==> src/hw/rtl/wkb_to_fgf_geometry_converter_assert.svh <==
// Assertion macros shared by the converter RTL.
// Included inside module bodies; needs signals named clock and reset in scope.
`ifndef WKB_TO_FGF_GEOMETRY_CONVERTER_ASSERT_SVH
`define WKB_TO_FGF_GEOMETRY_CONVERTER_ASSERT_SVH

// Antecedent holds -> consequent holds in the same cycle.
`define WKB_FGF_ASSERT_IMPL(lbl, ante, cons, msg) \
   lbl: assert property (@(posedge clock) disable iff (reset) (ante) |-> (cons)) \
      else $error(msg);

// Antecedent holds -> consequent holds in the next cycle.
`define WKB_FGF_ASSERT_NEXT(lbl, ante, cons, msg) \
   lbl: assert property (@(posedge clock) disable iff (reset) (ante) |=> (cons)) \
      else $error(msg);

`endif

==> src/hw/rtl/wkb_fgf_pkg.sv <==
// Shared types and constants for the WKB to FGF converter.
// No dependencies; imported by every module of the block.
`timescale 1ns / 1ps
`default_nettype none

package wkb_fgf_pkg;

   // Parse phases of the byte stream
   typedef enum logic [2:0] {
      PH_ORDER  = 3'd0,
      PH_TYPE   = 3'd1,
      PH_NPARTS = 3'd2,
      PH_PORDER = 3'd3,
      PH_PTYPE  = 3'd4,
      PH_NCONT  = 3'd5,
      PH_NPTS   = 3'd6,
      PH_COORD  = 3'd7
   } phase_type;

   // Geometry type codes
   localparam logic [30:0] GT_POINT        = 31'd1;
   localparam logic [30:0] GT_POLYGON      = 31'd3;
   localparam logic [30:0] GT_MULTIPOINT   = 31'd4;
   localparam logic [30:0] GT_MULTIPOLYGON = 31'd6;

   localparam logic [31:0] TYPE_MASK = 32'h7FFF_FFFF;

   localparam int OUTQ_DEPTH_DEF = 4;

   typedef struct packed {
      logic [63:0] word;
      logic        is_double;
      logic        last;
   } rsp_entry_type;

   // Up to two result words per input beat
   typedef struct packed {
      logic [1:0]    n;
      rsp_entry_type e0;
      rsp_entry_type e1;
   } parse_out_type;

   typedef struct packed {
      phase_type   phase;
      logic [30:0] cont;
      logic [32:0] coords;
      logic [30:0] parts;
      logic        done;
   } settle_type;

endpackage

`default_nettype wire

==> src/hw/rtl/wkb_fgf_parser.sv <==
// Byte-stream parser: phase, accumulator and counters; decodes up to two words per beat.
// Depends on wkb_fgf_pkg.
`timescale 1ns / 1ps
`default_nettype none

module wkb_fgf_parser
   import wkb_fgf_pkg::*;
(
   input  wire logic          clock,
   input  wire logic          reset,
   input  wire logic          accept,
   input  wire logic [7:0]    in_byte,
   output parse_out_type      pout
);

   phase_type   phase_ff, phase_in;
   logic [63:0] acc_ff, acc_in;
   logic [2:0]  pos_ff, pos_in;
   logic [30:0] type_ff, type_in;
   logic        hz_ff, hz_in;
   logic [30:0] parts_ff, parts_in;
   logic [30:0] cont_ff, cont_in;
   logic [32:0] coords_ff, coords_in;

   logic [63:0] word;
   logic        word_done;
   logic [30:0] new_type;
   logic [30:0] cnt;

   function automatic logic needs_pt_count(input logic [30:0] t);
      return (t != GT_POINT) && (t != GT_MULTIPOINT);
   endfunction

   // Next phase once a word is finished; done marks the end of the geometry.
   function automatic settle_type settle(input logic [32:0] coords,
                                         input logic [30:0] cont,
                                         input logic [30:0] parts,
                                         input logic [30:0] t,
                                         input logic        hz);
      settle_type s;
      s = '{phase: PH_ORDER, cont: cont, coords: coords, parts: parts, done: 1'b0};
      priority if (coords != '0) begin
         s.phase = PH_COORD;
      end else if (cont != '0) begin
         s.cont = cont - 31'd1;
         if (needs_pt_count(t)) begin
            s.phase = PH_NPTS;
         end else begin
            s.coords = hz ? 33'd3 : 33'd2;
            s.phase  = PH_COORD;
         end
      end else if (parts != '0) begin
         s.parts = parts - 31'd1;
         s.phase = PH_PORDER;
      end else begin
         s.phase = PH_ORDER;
         s.done  = 1'b1;
      end
      return s;
   endfunction

   assign word      = acc_ff | ({56'd0, in_byte} << {pos_ff, 3'b000});
   assign word_done = (pos_ff == ((phase_ff == PH_COORD) ? 3'd7 : 3'd3));
   assign new_type  = word[30:0];
   // negative count reads as zero
   assign cnt       = word[31] ? 31'd0 : word[30:0];

   always_comb begin
      settle_type st;
      logic       do_settle;
      phase_in  = phase_ff;
      acc_in    = acc_ff;
      pos_in    = pos_ff;
      type_in   = type_ff;
      hz_in     = hz_ff;
      parts_in  = parts_ff;
      cont_in   = cont_ff;
      coords_in = coords_ff;
      pout      = '0;
      do_settle = 1'b0;
      st        = '0;
      if (accept) begin
         unique case (phase_ff)
            PH_ORDER: begin
               phase_in = PH_TYPE;
               acc_in   = '0;
               pos_in   = '0;
            end
            PH_PORDER: begin
               phase_in = PH_PTYPE;
               acc_in   = '0;
               pos_in   = '0;
            end
            default: begin
               if (!word_done) begin
                  acc_in = word;
                  pos_in = pos_ff + 3'd1;
               end else begin
                  acc_in = '0;
                  pos_in = '0;
                  unique case (phase_ff)
                     PH_TYPE, PH_PTYPE: begin
                        type_in = new_type;
                        hz_in   = word[31];
                        pout.e0 = '{word: {33'd0, new_type}, is_double: 1'b0, last: 1'b0};
                        if (phase_ff == PH_TYPE) begin
                           parts_in  = '0;
                           cont_in   = '0;
                           coords_in = '0;
                        end
                        if (phase_ff == PH_TYPE && new_type >= GT_MULTIPOINT
                            && new_type <= GT_MULTIPOLYGON) begin
                           phase_in = PH_NPARTS;
                           pout.n   = 2'd1;
                        end else begin
                           pout.n    = 2'd2;
                           pout.e1   = '{word: {63'd0, word[31]}, is_double: 1'b0,
                                         last: 1'b0};
                           coords_in = '0;
                           if (new_type == GT_POLYGON || new_type == GT_MULTIPOLYGON) begin
                              phase_in = PH_NCONT;
                           end else begin
                              cont_in   = 31'd1;
                              do_settle = 1'b1;
                           end
                        end
                     end
                     PH_NPARTS: begin
                        parts_in  = cnt;
                        cont_in   = '0;
                        coords_in = '0;
                        do_settle = 1'b1;
                        pout.n    = 2'd1;
                        pout.e0   = '{word: word, is_double: 1'b0, last: 1'b0};
                     end
                     PH_NCONT: begin
                        cont_in   = cnt;
                        coords_in = '0;
                        do_settle = 1'b1;
                        pout.n    = 2'd1;
                        pout.e0   = '{word: word, is_double: 1'b0, last: 1'b0};
                     end
                     PH_NPTS: begin
                        // points times 2 or 3 doubles
                        coords_in = hz_ff ? ({2'b00, cnt} + {1'b0, cnt, 1'b0})
                                          : {1'b0, cnt, 1'b0};
                        do_settle = 1'b1;
                        pout.n    = 2'd1;
                        pout.e0   = '{word: word, is_double: 1'b0, last: 1'b0};
                     end
                     default: begin
                        if (coords_ff != '0) begin
                           coords_in = coords_ff - 33'd1;
                        end
                        do_settle = 1'b1;
                        pout.n    = 2'd1;
                        pout.e0   = '{word: word, is_double: 1'b1, last: 1'b0};
                     end
                  endcase
                  if (do_settle) begin
                     st           = settle(coords_in, cont_in, parts_in, type_in, hz_in);
                     phase_in     = st.phase;
                     cont_in      = st.cont;
                     coords_in    = st.coords;
                     parts_in     = st.parts;
                     pout.e0.last = st.done;
                  end
               end
            end
         endcase
      end
   end

   always_ff @(posedge clock) begin
      if (reset) begin
         phase_ff  <= PH_ORDER;
         acc_ff    <= '0;
         pos_ff    <= '0;
         type_ff   <= '0;
         hz_ff     <= 1'b0;
         parts_ff  <= '0;
         cont_ff   <= '0;
         coords_ff <= '0;
      end else begin
         phase_ff  <= phase_in;
         acc_ff    <= acc_in;
         pos_ff    <= pos_in;
         type_ff   <= type_in;
         hz_ff     <= hz_in;
         parts_ff  <= parts_in;
         cont_ff   <= cont_in;
         coords_ff <= coords_in;
      end
   end

endmodule

`default_nettype wire

==> src/hw/rtl/wkb_fgf_outq.sv <==
// Result queue: takes up to two words a cycle, hands out one; acts as the result register.
// Depends on wkb_fgf_pkg.
`timescale 1ns / 1ps
`default_nettype none

module wkb_fgf_outq
   import wkb_fgf_pkg::*;
#(
   parameter int Depth = OUTQ_DEPTH_DEF,
   localparam int PtrW = (Depth > 1) ? $clog2(Depth) : 1,
   localparam int CntW = $clog2(Depth + 1)
) (
   input  wire logic          clock,
   input  wire logic          reset,
   input  wire parse_out_type push,
   input  wire logic          pop,
   output rsp_entry_type      head,
   output logic               not_empty,
   output logic               has_room,
   output logic [CntW-1:0]    count
);

   rsp_entry_type         mem_ff [Depth];
   logic [PtrW-1:0]       wr_ptr_ff, wr_ptr_in, rd_ptr_ff, rd_ptr_in, wr_ptr1;
   logic [CntW-1:0]       count_ff, count_in;

   function automatic logic [PtrW-1:0] inc(input logic [PtrW-1:0] p);
      return (p == PtrW'(Depth - 1)) ? '0 : p + PtrW'(1);
   endfunction

   assign wr_ptr1   = inc(wr_ptr_ff);
   assign wr_ptr_in = (push.n == 2'd0) ? wr_ptr_ff :
                      (push.n == 2'd1) ? wr_ptr1 : inc(wr_ptr1);
   assign rd_ptr_in = pop ? inc(rd_ptr_ff) : rd_ptr_ff;
   assign count_in  = count_ff + CntW'(push.n) - CntW'(pop);

   assign head      = mem_ff[rd_ptr_ff];
   assign not_empty = (count_ff != '0);
   // room for a two-word beat
   assign has_room  = (count_ff <= CntW'(Depth - 2));
   assign count     = count_ff;

   always_ff @(posedge clock) begin
      if (push.n != 2'd0) begin
         mem_ff[wr_ptr_ff] <= push.e0;
      end
      if (push.n == 2'd2) begin
         mem_ff[wr_ptr1] <= push.e1;
      end
   end

   always_ff @(posedge clock) begin
      if (reset) begin
         wr_ptr_ff <= '0;
         rd_ptr_ff <= '0;
         count_ff  <= '0;
      end else begin
         wr_ptr_ff <= wr_ptr_in;
         rd_ptr_ff <= rd_ptr_in;
         count_ff  <= count_in;
      end
   end

endmodule

`default_nettype wire

==> src/hw/rtl/wkb_to_fgf_geometry_converter.sv <==
// Top level of the WKB to FGF geometry converter: parser plus result queue.
// Depends on wkb_fgf_pkg, wkb_fgf_parser, wkb_fgf_outq and the assertion header.
//
//   channel | ports                                   | beat
//   --------+-----------------------------------------+------------------------------
//   req     | req_valid/req_ready, req_in_byte        | one WKB byte
//   rsp     | rsp_valid/rsp_ready, rsp_out_word,      | one FGF word (int or double)
//           | rsp_out_is_double, rsp_out_last         |
//
// One byte a cycle is accepted while req_ready is high; each byte is decoded in the cycle it is taken.
// A beat yields zero, one or two words; words leave one a cycle while rsp_ready is high, so
// the rsp port sets the sustained rate (type bytes that add a dimension word push two words).
// req_ready drops while the queue cannot take two more words (more than Depth-2 held).
// Synchronous reset returns the parser to waiting for a byte-order byte and empties
// the queue; no clearing pass.
`timescale 1ns / 1ps
`default_nettype none

module wkb_to_fgf_geometry_converter
   import wkb_fgf_pkg::*;
#(
   parameter int OutqDepth = OUTQ_DEPTH_DEF
) (
   input  wire logic          clock,
   input  wire logic          reset,
   input  wire logic          req_valid,
   output logic               req_ready,
   input  wire logic [7:0]    req_in_byte,
   output logic               rsp_valid,
   input  wire logic          rsp_ready,
   output logic [63:0]        rsp_out_word,
   output logic               rsp_out_is_double,
   output logic               rsp_out_last
);

   localparam int CntW = $clog2(OutqDepth + 1);

   logic            req_acc;
   logic            rsp_acc;
   parse_out_type   pout;
   rsp_entry_type   head;
   logic [CntW-1:0] q_count;

   assign req_acc = req_valid && req_ready;
   assign rsp_acc = rsp_valid && rsp_ready;

   // decode: state and accumulator update on each accepted byte
   wkb_fgf_parser u_parser (
      .clock   (clock),
      .reset   (reset),
      .accept  (req_acc),
      .in_byte (req_in_byte),
      .pout    (pout)
   );

   // decoded words are registered here and drained one per beat
   wkb_fgf_outq #(
      .Depth (OutqDepth)
   ) u_outq (
      .clock     (clock),
      .reset     (reset),
      .push      (pout),
      .pop       (rsp_acc),
      .head      (head),
      .not_empty (rsp_valid),
      .has_room  (req_ready),
      .count     (q_count)
   );

   assign rsp_out_word      = head.word;
   assign rsp_out_is_double = head.is_double;
   assign rsp_out_last      = head.last;

`include "wkb_to_fgf_geometry_converter_assert.svh"

   `WKB_FGF_ASSERT_IMPL(a_push_fits, req_acc, q_count <= CntW'(OutqDepth - 2), "queue overrun on accept")
   `WKB_FGF_ASSERT_IMPL(a_no_push_idle, !req_acc, pout.n == 2'd0, "words produced without a beat")
   `WKB_FGF_ASSERT_IMPL(a_dim_word, pout.n == 2'd2, !pout.e1.last && !pout.e1.is_double, "bad dimension word")
   `WKB_FGF_ASSERT_NEXT(a_two_words, pout.n == 2'd2 && !rsp_acc, q_count == $past(q_count) + CntW'(2), "two-word beat lost")

endmodule

`default_nettype wire
==> config.mk <==
export PLATFORM = sky130hd
export DESIGN_NAME = wkb_to_fgf_geometry_converter
export DESIGN_NICKNAME = d
export VERILOG_FILES = /design/src/hw/rtl/wkb_fgf_pkg.sv /design/src/hw/rtl/wkb_fgf_parser.sv /design/src/hw/rtl/wkb_fgf_outq.sv /design/src/hw/rtl/wkb_to_fgf_geometry_converter.sv
export VERILOG_INCLUDE_DIRS = /design/src /design/src/hw/rtl
export SDC_FILE = /design/constraint.sdc
export NUM_CORES = 1
export LEC_CHECK = 0
export ABC_AREA = 1
export ABC_CLOCK_PERIOD_IN_PS = 6400
export BUFFER_PORTS_ARGS = -buffer_cell sky130_fd_sc_hd__buf_2
export CORE_MARGIN = 2
export CORE_UTILIZATION = 60
export DETAILED_ROUTE_END_ITERATION = 7
export GPL_TIMING_DRIVEN = 0
export PLACE_DENSITY_LB_ADDON = 0.05
export SYNTH_ARGS = -nofsm -noshare
export SYNTH_HDL_FRONTEND = slang
export SYNTH_SLANG_ARGS = --single-unit
==> constraint.sdc <==
create_clock -name clock -period 6.4 [get_ports clock]
set_input_delay 0.96 -clock clock [delete_from_list [all_inputs] [get_ports clock]]
set_output_delay 0.96 -clock clock [all_outputs]
set_load 0.005 [all_outputs]
* After elaboration in Yosys (flattened, before gate mapping)
Memories as Yosys holds them, arrays and structs flattened. A register that Yosys moved wholly into a read port is not among the register bits.
Index checks and enable logic that the tools add are counted.
** Cells by class
- $add $sub $neg :: 10
- Multipliers :: 0
- Divide/modulo/power cells :: 0
- Order comparisons :: 3
- Eq/ne operators :: 17
- Shift-type cells :: 1
- Muxes and demuxes :: 78
- Bitwise operators :: 2
- Reduce and logical (&&, ||, !) cells :: 23
** Operators by type and width (number)
- $mux W31 :: 18
- $mux W134 :: 3
- $mux W33 :: 9
- $mux W64 :: 3
- $pmux W68 S2 :: 1
- $pmux W33 S3 :: 1
- $mux W96 :: 1
- $pmux W31 S3 :: 1
- $reduce_bool A33 Y1 :: 2
- $or A64 B64 Y64 :: 1
- $shl A8 B6 Y64 :: 1
- $pmux W31 S2 :: 1
- $reduce_bool A31 Y1 :: 2
- $sub A31 B1 Y31 const B :: 2
- $mux W3 :: 12
- $add A31 B32 Y33 :: 1
- $sub A33 B1 Y33 const B :: 1
- $mux W32 :: 1
- $eq A31 B2 Y1 const B :: 1
- $eq A31 B3 Y1 const B :: 1
- $ge A31 B3 Y1 const B :: 1
- $le A31 B3 Y1 const B :: 1
- $ne A31 B1 Y1 const B :: 1
- $ne A31 B3 Y1 const B :: 1
- 27 further kinds :: 67
** Word-level totals
- Flip-flop bits (word level) :: 204
- Bits in latches :: 0
- Memory bits (writable) :: 264
- Memory bits (read-only) :: 0
- Input port bits :: 12
- Output and inout port bits :: 68
- Logic and storage cells :: 146
- Memories kept :: 1
** Memories
- u_outq.mem_ff :: words 4, bits a word 66, rd ports 1, clocked after Yosys merged registers in 1, write ports 2, RTL line wkb_fgf_outq.sv:23 : rsp_entry_type mem_ff [Depth];

* Logic depth before layout (Yosys ltp)
Gate-level depths: netlist of run 1.
- Depth in word-level cells :: 20
- Gate-level depth with buffers :: 37
- Depth with buffers taken out :: 34

* Modules after synthesis
From an unflattened synthesis of run 1, not the netlist that was laid out.
** Unflattened totals
- Cells, all modules :: 4476
- Area total of the unflattened synthesis :: 31078.6 um^2
** By module, submodules not included
- wkb_fgf_parser :: instances 1, cells an instance 3108, area an instance 17769.5 um^2, seq. area each 3943.8 um^2
- wkb_fgf_outq :: instances 1, cells an instance 1364, area an instance 13294.0 um^2, seq. area each 8107.8 um^2
- wkb_to_fgf_geometry_converter :: instances 1, cells an instance 4, area an instance 15.0 um^2, seq. area each 0.0 um^2

* Worst setup path before layout of run 1
No wires, ideal clock.
- Path type :: input -> register
- From :: in req_in_byte[1]
- To :: reg u_parser.cont_ff[16]
- Setup time :: 0.109 ns
- Arrival :: 4.280 ns
- Data required time :: 6.291 ns
- Slack :: 2.011 ns
- Cell stages on the path :: 32
- Path buffers :: 1
- Cell sequence :: nand3_1 > o21ai_1 > nand2_1 > inv_2 > ha_1 > inv_1 > fa_1 > inv_1 > nand3_1 > nand2_1 > nand2_1 > nand2_1 > nand3_1 > nand2_1 > inv_1 > nand2_1 > nand3_1 > a21oi_1 > nand2_1 > nor2_1 > nand2_1 > nor2_1 > nand3_1 > nor2_2 > buf_4 > nand3_2 > nor2_4 > nand3_1 > nand2_1 > nand3_1 > nand2_1 > inv_1
** Between the ends
- Longest elaborated chain between the ends :: 14
- Elaborated cells between the ends (all ways) :: 35
- Those cells by class :: add/sub (2); order compare (2); eq/ne (2); shift (1); mux (22); bitwise (1); reduce/logical (5)
** RTL lines
- start, declared :: RTL line wkb_to_fgf_geometry_converter.sv:28 : input wire logic [7:0] req_in_byte,
- $shl A8 B6 Y64 * :: RTL line wkb_fgf_parser.sv:62 : assign word = acc_ff | ({56'd0, in_byte} << {pos_ff, 3'b000});
- $or A64 B64 Y64 * :: RTL line wkb_fgf_parser.sv:62
- $ge A31 B3 Y1, or another cell as far along :: RTL line wkb_fgf_parser.sv:111 : if (phase_ff == PH_TYPE && new_type >= GT_MULTIPOINT
- $logic_and A1 B1 Y1 / $logic_or A1 B1 Y1 (equally long branches) :: RTL line wkb_fgf_parser.sv:111, wkb_fgf_parser.sv:120
- $logic_and A1 B1 Y1 / $mux W31 (equally long branches) :: RTL line wkb_fgf_parser.sv:112, wkb_fgf_parser.sv:120
- $mux W31 :: RTL line wkb_fgf_parser.sv:111
- $pmux W31 S3 :: RTL line wkb_fgf_parser.sv:101 : unique case (phase_ff)
- $mux W31 :: RTL line wkb_fgf_parser.sv:95 : if (!word_done) begin
- $mux W31 :: RTL line wkb_fgf_parser.sv:83 : unique case (phase_ff)
- $mux W31 :: RTL line wkb_fgf_parser.sv:82 : if (accept) begin
- $sub A31 B1 Y31 / $reduce_bool A31 Y1 (equally long branches) :: RTL line wkb_fgf_parser.sv:45, wkb_fgf_parser.sv:44
- $mux W64 :: RTL line wkb_fgf_parser.sv:44 : end else if (cont != '0) begin
- $mux W96 :: RTL line wkb_fgf_parser.sv:42 : priority if (coords != '0) begin
- $mux W31 * :: RTL line wkb_fgf_parser.sv:160 : if (do_settle) begin
- end signal, assigned :: RTL line wkb_fgf_parser.sv:191 : cont_ff <= cont_in;
- end, declared :: RTL line wkb_fgf_parser.sv:22 : logic [30:0] cont_ff, cont_in;
Every way passes the cells marked *; elsewhere a longest branch is shown, timed or not. The select of a mux whose other input is x is not followed.
A chain may end at the register's enable or synchronous reset.

* Worst setup path after layout of run 1
- From :: reg u_parser.pos_ff[2]
- To :: reg u_parser.parts_ff[1]
** Between the ends
- Longest elaborated chain between the ends :: 14
- Elaborated cells between the ends (all ways) :: 43
- Those cells by class :: add/sub (2); order compare (2); eq/ne (3); shift (1); mux (27); bitwise (1); reduce/logical (7)
** RTL lines
- start, declared :: RTL line wkb_fgf_parser.sv:18 : logic [2:0] pos_ff, pos_in;
- start signal, assigned :: RTL line wkb_fgf_parser.sv:187 : pos_ff <= pos_in;
- $shl A8 B6 Y64 :: RTL line wkb_fgf_parser.sv:62
- $or A64 B64 Y64 :: RTL line wkb_fgf_parser.sv:62
- $ge A31 B3 Y1, or another cell as far along :: RTL line wkb_fgf_parser.sv:111
- $logic_and A1 B1 Y1 / $logic_or A1 B1 Y1 (equally long branches) :: RTL line wkb_fgf_parser.sv:111, wkb_fgf_parser.sv:120
- $logic_and A1 B1 Y1 / $mux W31 (equally long branches) :: RTL line wkb_fgf_parser.sv:112, wkb_fgf_parser.sv:120
- $mux W31 :: RTL line wkb_fgf_parser.sv:111
- $pmux W31 S3 :: RTL line wkb_fgf_parser.sv:101
- $mux W31 :: RTL line wkb_fgf_parser.sv:95
- $mux W31 :: RTL line wkb_fgf_parser.sv:83
- $mux W31 :: RTL line wkb_fgf_parser.sv:82
- $reduce_bool A31 Y1 :: RTL line wkb_fgf_parser.sv:44
- $mux W32 :: RTL line wkb_fgf_parser.sv:44
- $mux W96 :: RTL line wkb_fgf_parser.sv:42
- $mux W31 :: RTL line wkb_fgf_parser.sv:160
- end signal, assigned :: RTL line wkb_fgf_parser.sv:190 : parts_ff <= parts_in;
- end, declared :: RTL line wkb_fgf_parser.sv:21 : logic [30:0] parts_ff, parts_in;
Several ways; a longest one is shown, not always the timed one. The select of a mux whose other input is x is not followed.

==> reports/metrics.csv, run 1 <==
stage;metric;value;unit
status;status;complete, no violations;
timing;post-route-period-util;96.1;%
critical_path;crit_arrival;6630;ps
drt;viasPerCell;5.90;
floorplanning;start_util;60.9;%
floorplanning;dieArea;0.0479;mm²
critical_path;crit_buf_inv;6;
synth;synth_area_leader_cell;dfxtp_1;
critical_path;r2r_setup_slack;250;ps
synth;synth_top_area_share;33.7;%
power_and_ir_drop;cellLeakagePower;15.3;nW
hold_path;hp-start;u_parser.type_ff[5];
critical_path;rr_worst_depth;26;
drt;dr.pass1.iters;7;
flow_run;cap_violations;0;
timing;slew_viol_final;0;
critical_path;critical_path_class;flop to flop;
finish;syn_to_final_growth;10.9;%
drt;postRouteAntennaNets;0;
drt;drc;0;
synth;synth_area_leaders;dfxtp_1 34%, nand2_1 13%, nor2_1 8.8%;
clock_network;numCtsBuffers;50;
synth;synth_area;0.0277;mm²
synth;synth_seq_cells;470;
clock_network;clock_latency;620;ps
clock_network;htree_levels;2;
floorplanning;die_h;219;µm
clock_network;postCtsSetupBuffers;0;
synth;synth-edff-count;4;
power_and_ir_drop;powerDensity;303;mW/mm²
critical_path;end_kind;flop;
critical_path;max_stage_delay;1020;ps
synth;ys_seq_area_share;34.1;%
synth;synth_nets;4470;
synth;syn-instance-count;4411;
hold_path;hold_depth;2;
placement;hpwlAfterDp;75400;µm
hold_path;hold_path_class;flop to flop;
grt;grt_pass1_vias;27265;
timing;setup_viol;0;
hold_path;min_to;u_parser.type_ff[5];
critical_path;reg2reg_to;u_parser.parts_ff[1];
floorplanning;coreArea;0.0455;mm²
clock_network;cts_tree;done;
grt;grtUsageTotal;42.1;%
floorplanning;die_x;219;µm
placement;gp_congestion;0.980;
critical_path;critPathMostFrequentCell;nand3_1;
grt;grt.overflow.total;0;
timing;fmax;163;MHz
critical_path;reg2reg_from;u_parser.pos_ff[2];
drt;routed_wl;104000;µm
drt;routedWlPerCell;20.0;µm
critical_path;cp-start-kind;flop;
timing;hold_viol;0;
finish;nets;4600;
timing;grt_setup_unrepaired;no;
critical_path;worst-path-max-fanout;10;
timing;max_slew_margin;10.2;%
floorplanning;rows;78;
synth;ys_warn_count;0;
synth;avgSynthCellArea;6.28;µm²
critical_path;path_delay_family;simple AND/OR/NAND/NOR gates;
drt;drtIter0Drc;4317;
finish;drive_gt1_share;6.55;%
placement;io_buffers;78;
synth;synthFlopType;dfxtp_1;
timing;period_needed;6150;ps
grt;antenna_found_initial;3;
floorplanning;top_level_ports;80;
timing;tns;0;ps
timing;whs;451;ps
synth;synth_cell_types;53;
grt;grt_pass1_wl;156000;µm
synth;synth-async-reset-ratio;0;%
clock_network;ctsLongestPathBuffers;3;
timing;finalClockSkew;23.7;ps
grt;grt_max_degree;16;
clock_network;cts_root_buffer;clkbuf_16;
critical_path;cpMaxStageDelayCell;nor2_1;
critical_path;required;6880;ps
finish;fill_cells;4341;
power_and_ir_drop;peakVddDrop;0.268;mV
clock_network;clkTransAtPathRegs;60;ps
timing;tightest_slew;1340;ps
clock_network;cts_sinks;470;
clock_network;hold_buffers;0;
drt;dr_total_vias;30585;
placed cells by master (no fill, tap or decap), types with 5 or more instances in the layout:
cell	instances
inv_2	23
clkinv_1	7
nor2_1	647
inv_1	621
nand3_1	230
clkinvlp_4	5
a22oi_1	101
o21bai_1	29
nand3b_1	11
buf_1	27
nor2_2	32
nor2_4	7
buf_6	10
clkbuf_1	172
dfxtp_1	466
o22ai_1	72
xnor2_1	23
bufinv_16	8
clkbuf_16	51
o21ai_1	24
a21o_1	7
nor4_1	8
nor3_1	29
clkbuf_8	13
nand3_2	8
buf_2	86
a21oi_1	222
nand2_1	967
nand2_2	9
o211ai_1	6
o21ai_0	414
xor2_1	19
nand4_1	42
buf_4	12
a211oi_1	50
a31oi_1	12
clkinv_2	10
ha_1	45
o21a_1	11
metrics by stage:
| step | power [mW] | cell area, µm² | instances | utilization (%) | setup WS, ps |
|---|---|---|---|---|---|
| 3_3_place_gp | 5.91 | 28800 | 5089 | 63.4 | 76.5 |
| 3_5_place_dp | 5.92 | 28800 | 5089 | 63.4 | 45.6 |
| 4_1_cts | 9.14 | 30700 | 5183 | 67.5 | 437 |
| 2_1_floorplan | 4.89 | 27700 | 4411 | - | 2010 |
| 5_1_grt | 9.62 | 30700 | 5186 | 67.5 | 101 |
| 6_report | 9.29 | 30700 | 5186 | 67.5 | 252 |
where the power goes:
part | total, mW | switching [mW] | internal [mW]
sequential | 3.01 | 0.0433 | 2.96
clock | 3.29 | 1.34 | 1.95
combinational | 3.00 | 2.16 | 0.831
total | 9.29 | 3.55 | 5.74
worst max path at each step:
| stage | startpoint | to | slack (ps) | depth (start not counted) |
|---|---|---|---|---|
| after floorplan | req_in_byte[1] | u_parser.cont_ff[16] | 2010 | 32 |
| after global placement | req_in_byte[0] | u_parser.phase_ff[1] | 80 | 31 |
| after detailed placement | req_in_byte[0] | u_parser.phase_ff[1] | 50 | 31 |
| after CTS | u_parser.pos_ff[1] | u_parser.phase_ff[1] | 440 | 32 |
| after global routing | u_parser.pos_ff[2] | u_parser.parts_ff[16] | 100 | 26 |
| final | u_parser.pos_ff[2] | u_parser.parts_ff[1] | 250 | 26 |
synthesized netlist by cell type, types with 29 or more instances:
master and instances:
nand2_1 967, a21oi_1 222, nor2_2 32, inv_1 621
a211oi_1 50, ha_1 45, dfxtp_1 466, nor3_1 29
nand4_1 42, a22oi_1 101, o21bai_1 29, o21ai_0 414
nor2_1 647, nand3_1 230, clkbuf_1 170, o22ai_1 72
layout make-up:
cell class	instances	area, µm²	area share (%)
Antenna cell	3	7.51	0.0244
Buffer	227	982	3.20
Clock buffer	66	1460	4.76
Clock inverter	28	412	1.34
Inverter	651	2440	7.96
Multi-Input combinational cell	3063	14800	48.2
Sequential cell	470	9450	30.8
Tap cell	600	751	2.44
Timing Repair Buffer	78	390	1.27
sequential cells by signal, indices dropped and copies added, names as in the netlist, 2 cells and up, named ones only:
signal              flops
u_outq.count            3
u_outq.mem_ff         264
u_outq.rd_ptr_ff        2
u_outq.wr_ptr_ff        2
u_parser.acc_ff        64
u_parser.cont_ff       31
u_parser.coords_ff     33
u_parser.parts_ff      31
u_parser.phase_ff       3
u_parser.pos_ff         3
u_parser.type_ff       31
kinds of logic after synthesis:
kind of cell | count (synthesis) | synth area share, %
AOI/OAI and AO/OA | 966 | 19.9
and+or+nand+nor | 2008 | 30.0
DFF | 470 | 34.1
xor gates and xnor gates | 42 | 1.33
adders and majority gates | 47 | 2.18
buffers and inverters | 878 | 12.4
worst register-to-register path, stage by stage (launching register included):
cell and delay [ps]:
dfxtp_1 310, buf_4 180, buf_6 180, buf_6 160
buf_6 180, o21ai_4 110, buf_4 200, nor2_1 1020
ha_1 480, a21oi_1 200, o21ai_0 190, a21oi_1 210
nand3_1 130, or2_2 290, nand3_1 120, nand3_1 130
nor2_1 120, nand2_1 50, nor2_1 100, nand2_1 110
nor2_2 400, nand3_1 170, nor2_2 390, buf_2 340
nand2_1 90, o211ai_1 100, a21oi_1 90
timing repair:
item | in CTS | in global routing
endpoints found under the hold margin | 0 | 0
endpoints found under the setup margin | 0 | 14
gates resized for setup | 0 | 1
layer usage:
layer / vias up / routed length [µm] / global-route usage, %
met3: 364 / 12000 / 7.69
met4: 0 / 6230 / 23.9
li1: 14438 / - / -
met2: 1850 / 45000 / 65.6
met1: 13933 / 40500 / 54.8
met5: - / 0 / 0
No activity file was read; power rests on OpenSTA's default activity.
==> inputs of run 2 (changes only) <==
--- a/config.mk
+++ b/config.mk
@@ -7,7 +7,7 @@
 export NUM_CORES = 1
 export LEC_CHECK = 0
 export ABC_AREA = 1
-export ABC_CLOCK_PERIOD_IN_PS = 6400
+export ABC_CLOCK_PERIOD_IN_PS = 7800
 export BUFFER_PORTS_ARGS = -buffer_cell sky130_fd_sc_hd__buf_2
 export CORE_MARGIN = 2
 export CORE_UTILIZATION = 60
==> constraint.sdc (replaced) <==
create_clock -name clock -period 7.8 [get_ports clock]
set_input_delay 1.17 -clock clock [delete_from_list [all_inputs] [get_ports clock]]
set_output_delay 1.17 -clock clock [all_outputs]
set_load 0.005 [all_outputs]
==> run 2 against run 1 <==
The flow now finishes with violations (DRC). Combinational power decreased by 18%. Core utilization about the same. Clock power decreased by 18%. Sequential cell count unchanged. Setup slack improved by 1300 ps. Cell count unchanged.
==> reports/metrics.csv, run 2 (same netlist as run 1, synthesis figures left out) <==
stage;metric;value;unit;change
status;status;finished with violations;;
status;violations;DRC;;
floorplanning;coreArea;0.0455;mm²;unchanged
timing;slew_viol_final;0;;unchanged
clock_network;cts_tree;done;;
timing;post-route-period-util;80.5;%;
floorplanning;top_level_ports;80;;unchanged
drt;viasPerCell;5.88;;-0.30%
grt;grt.overflow.total;0;;unchanged
finish;reg.largest.list;u_outq.mem_ff: 264 flops, u_parser.acc_ff: 64 flops, u_parser.coords_ff: 33 flops;;
power_and_ir_drop;clock_power_share;35.4;%;about the same
finish;max_flop_register;u_outq.mem_ff;;
power_and_ir_drop;powerDensity;248;mW/mm²;-18%
critical_path;end_kind;flop;;
clock_network;clkTransAtPathRegs;60;ps;about the same
critical_path;max_stage_delay;620;ps;-400 ps
timing;setup_viol;0;;unchanged
critical_path;critPathMostFrequentCell;nand2_1;;
floorplanning;start_util;60.9;%;unchanged
timing;whs;452;ps;+0.328 ps
power_and_ir_drop;combPwrFrac;32.2;%;about the same
grt;grtUsageTotal;42.1;%;unchanged
floorplanning;dieArea;0.0479;mm²;unchanged
drt;drtIter0Drc;4381;;+1.5%
placement;gp_congestion;0.980;;unchanged
placement;place_area;0.0288;mm²;unchanged
finish;drive_gt1_share;6.52;%;-0.022 points
clock_network;post_cts_resized;0;;unchanged
clock_network;hold_buffers;0;;unchanged
clock_network;htree_levels;2;;unchanged
clock_network;postCtsSetupBuffers;0;;unchanged
hold_path;hold_path_class;flop to flop;;
critical_path;required;8270;ps;+1390 ps
floorplanning;die_x;219;µm;unchanged
grt;grt_pass1_wl;156000;µm;about the same
timing;fmax;159;MHz;
floorplanning;rows;78;;unchanged
clock_network;cts_root_buffer;clkbuf_16;;
clock_network;ctsLongestPathBuffers;3;;unchanged
power_and_ir_drop;p_seq_share;32.4;%;about the same
timing;tns;0;ps;unchanged
power_and_ir_drop;cellLeakagePower;15.3;nW;about the same
grt;grt_max_degree;16;;unchanged
critical_path;crit_arrival;6760;ps;+130 ps
critical_path;r2r_setup_slack;1520;ps;+1270 ps
finish;largest_reg_flops;264;;unchanged
clock_network;clock_latency;630;ps;about the same
placement;io_buffers;78;;unchanged
critical_path;path_delay_family;simple AND/OR/NAND/NOR gates;;
critical_path;worst-path-max-fanout;10;;unchanged
drt;postRouteAntennaNets;0;;unchanged
power_and_ir_drop;p_int;4.71;mW;-18%
critical_path;crit_end;u_parser.parts_ff[1];;
clock_network;numCtsBuffers;50;;unchanged
power_and_ir_drop;peakVddDrop;0.217;mV;-19%
drt;drc;1;;+1
critical_path;cp-start-kind;primary input;;
finish;final_common_cell;nand2_1;;
drt;routed_wl;103000;µm;-0.25%
critical_path;reg2reg_from;u_parser.pos_ff[1];;
clock_network;cts_sinks;470;;unchanged
critical_path;critPathLaunch;req_in_byte[0];;
finish;syn_to_final_growth;10.9;%;about the same
finish;multi_input_area;0.0148;mm²;about the same
drt;dr.pass1.iters;8;;+1
drt;routedWlPerCell;19.9;µm;-0.25%
grt;antenna_found_initial;3;;unchanged
floorplanning;die_h;219;µm;unchanged
timing;period_needed;6280;ps;
finish;mostFrequentLayoutCells;967 x nand2_1, 647 x nor2_1, 621 x inv_1, 466 x dfxtp_1, 414 x o21ai_0;;
finish;seq_area;0.00945;mm²;unchanged
flow_run;cap_violations;0;;unchanged
power_and_ir_drop;p_sw;2.91;mW;-18%
critical_path;cp.depth;31;;+19%
grt;grt_pass1_vias;27270;;+0.018%
timing;hold_viol;0;;unchanged
placement;hpwlAfterDp;75400;µm;unchanged
timing;finalClockSkew;24.2;ps;+0.497 ps
critical_path;cpMaxStageDelayCell;o21ai_1;;
power_and_ir_drop;swShare;38.2;%;-0.049 points
drt;dr_total_vias;30493;;-0.30%
timing;tightest_slew;1320;ps;-21.4 ps
finish;fill_cells;4343;;+0.046%
critical_path;reg2reg_to;u_parser.parts_ff[1];;
timing;max_slew_margin;11.6;%;+1.4 points
finish;nets;4600;;unchanged
critical_path;crit_buf_inv;6;;unchanged
finish;finalInstanceArea;0.0307;mm²;about the same
timing;grt_setup_unrepaired;no;;
critical_path;rr_worst_depth;32;;+23%
critical_path;critical_path_class;primary input to flop;;
run 2: power by group through the flow:
stage	combinational [mW]	clock [mW]	sequential, mW
finish	2.45	2.70	2.47
global route	2.63	2.79	2.47
CTS	2.35	2.68	2.46
detailed placement	2.34	0	2.52
global placement	2.33	0	2.52
floorplan	1.51	0	2.50
run 2: area by class of cell:
type                            count  share of cell area (%)
Timing Repair Buffer               78                    1.27
Buffer                            227                    3.20
Sequential cell                   470                    30.8
Multi-Input combinational cell   3063                    48.2
Clock buffer                       66                    4.76
Tap cell                          600                    2.44
Inverter                          651                    7.96
Clock inverter                     28                    1.34
Antenna cell                        3                  0.0244
run 2: tightest hold or removal path: cells and delay by family (launching register included):
kind	cells	cell delay [ps]
flip-flops	1	320
buffers and inverters	1	40
AO/OA/AOI/OAI	1	60
run 2: how the worst min path moves through the flow:
stage,to,start,cells past startpoint
2_1_floorplan,u_outq.mem_ff[1][48],u_outq.mem_ff[1][48],2
5_1_grt,u_outq.mem_ff[2][51],u_outq.mem_ff[2][51],2
3_3_place_gp,u_outq.mem_ff[1][42],u_outq.mem_ff[1][42],2
4_1_cts,u_outq.mem_ff[1][63],u_outq.mem_ff[1][63],2
6_report,u_outq.mem_ff[2][33],u_outq.mem_ff[2][33],2
3_5_place_dp,u_outq.mem_ff[1][63],u_outq.mem_ff[1][63],2
run 2: through the flow:
step / utilization, % / worst slack (ps) / total power, mW / instances
4_1_cts: 67.5 / 1840 / 7.50 / 5183
5_1_grt: 67.5 / 1340 / 7.89 / 5186
3_5_place_dp: 63.4 / 1240 / 4.86 / 5089
3_3_place_gp: 63.4 / 1270 / 4.85 / 5089
2_1_floorplan: - / 3200 / 4.01 / 4411
6_report: 67.5 / 1520 / 7.62 / 5186
run 2: layer usage:
| layer | vias to the layer above | track usage [%] | routed length [µm] |
|---|---|---|---|
| li1 | 14441 | - | - |
| met1 | 13843 | 54.9 | 40400 |
| met2 | 1842 | 65.7 | 44900 |
| met3 | 367 | 7.64 | 11800 |
| met4 | 0 | 23.9 | 6360 |
| met5 | - | 0 | 0 |
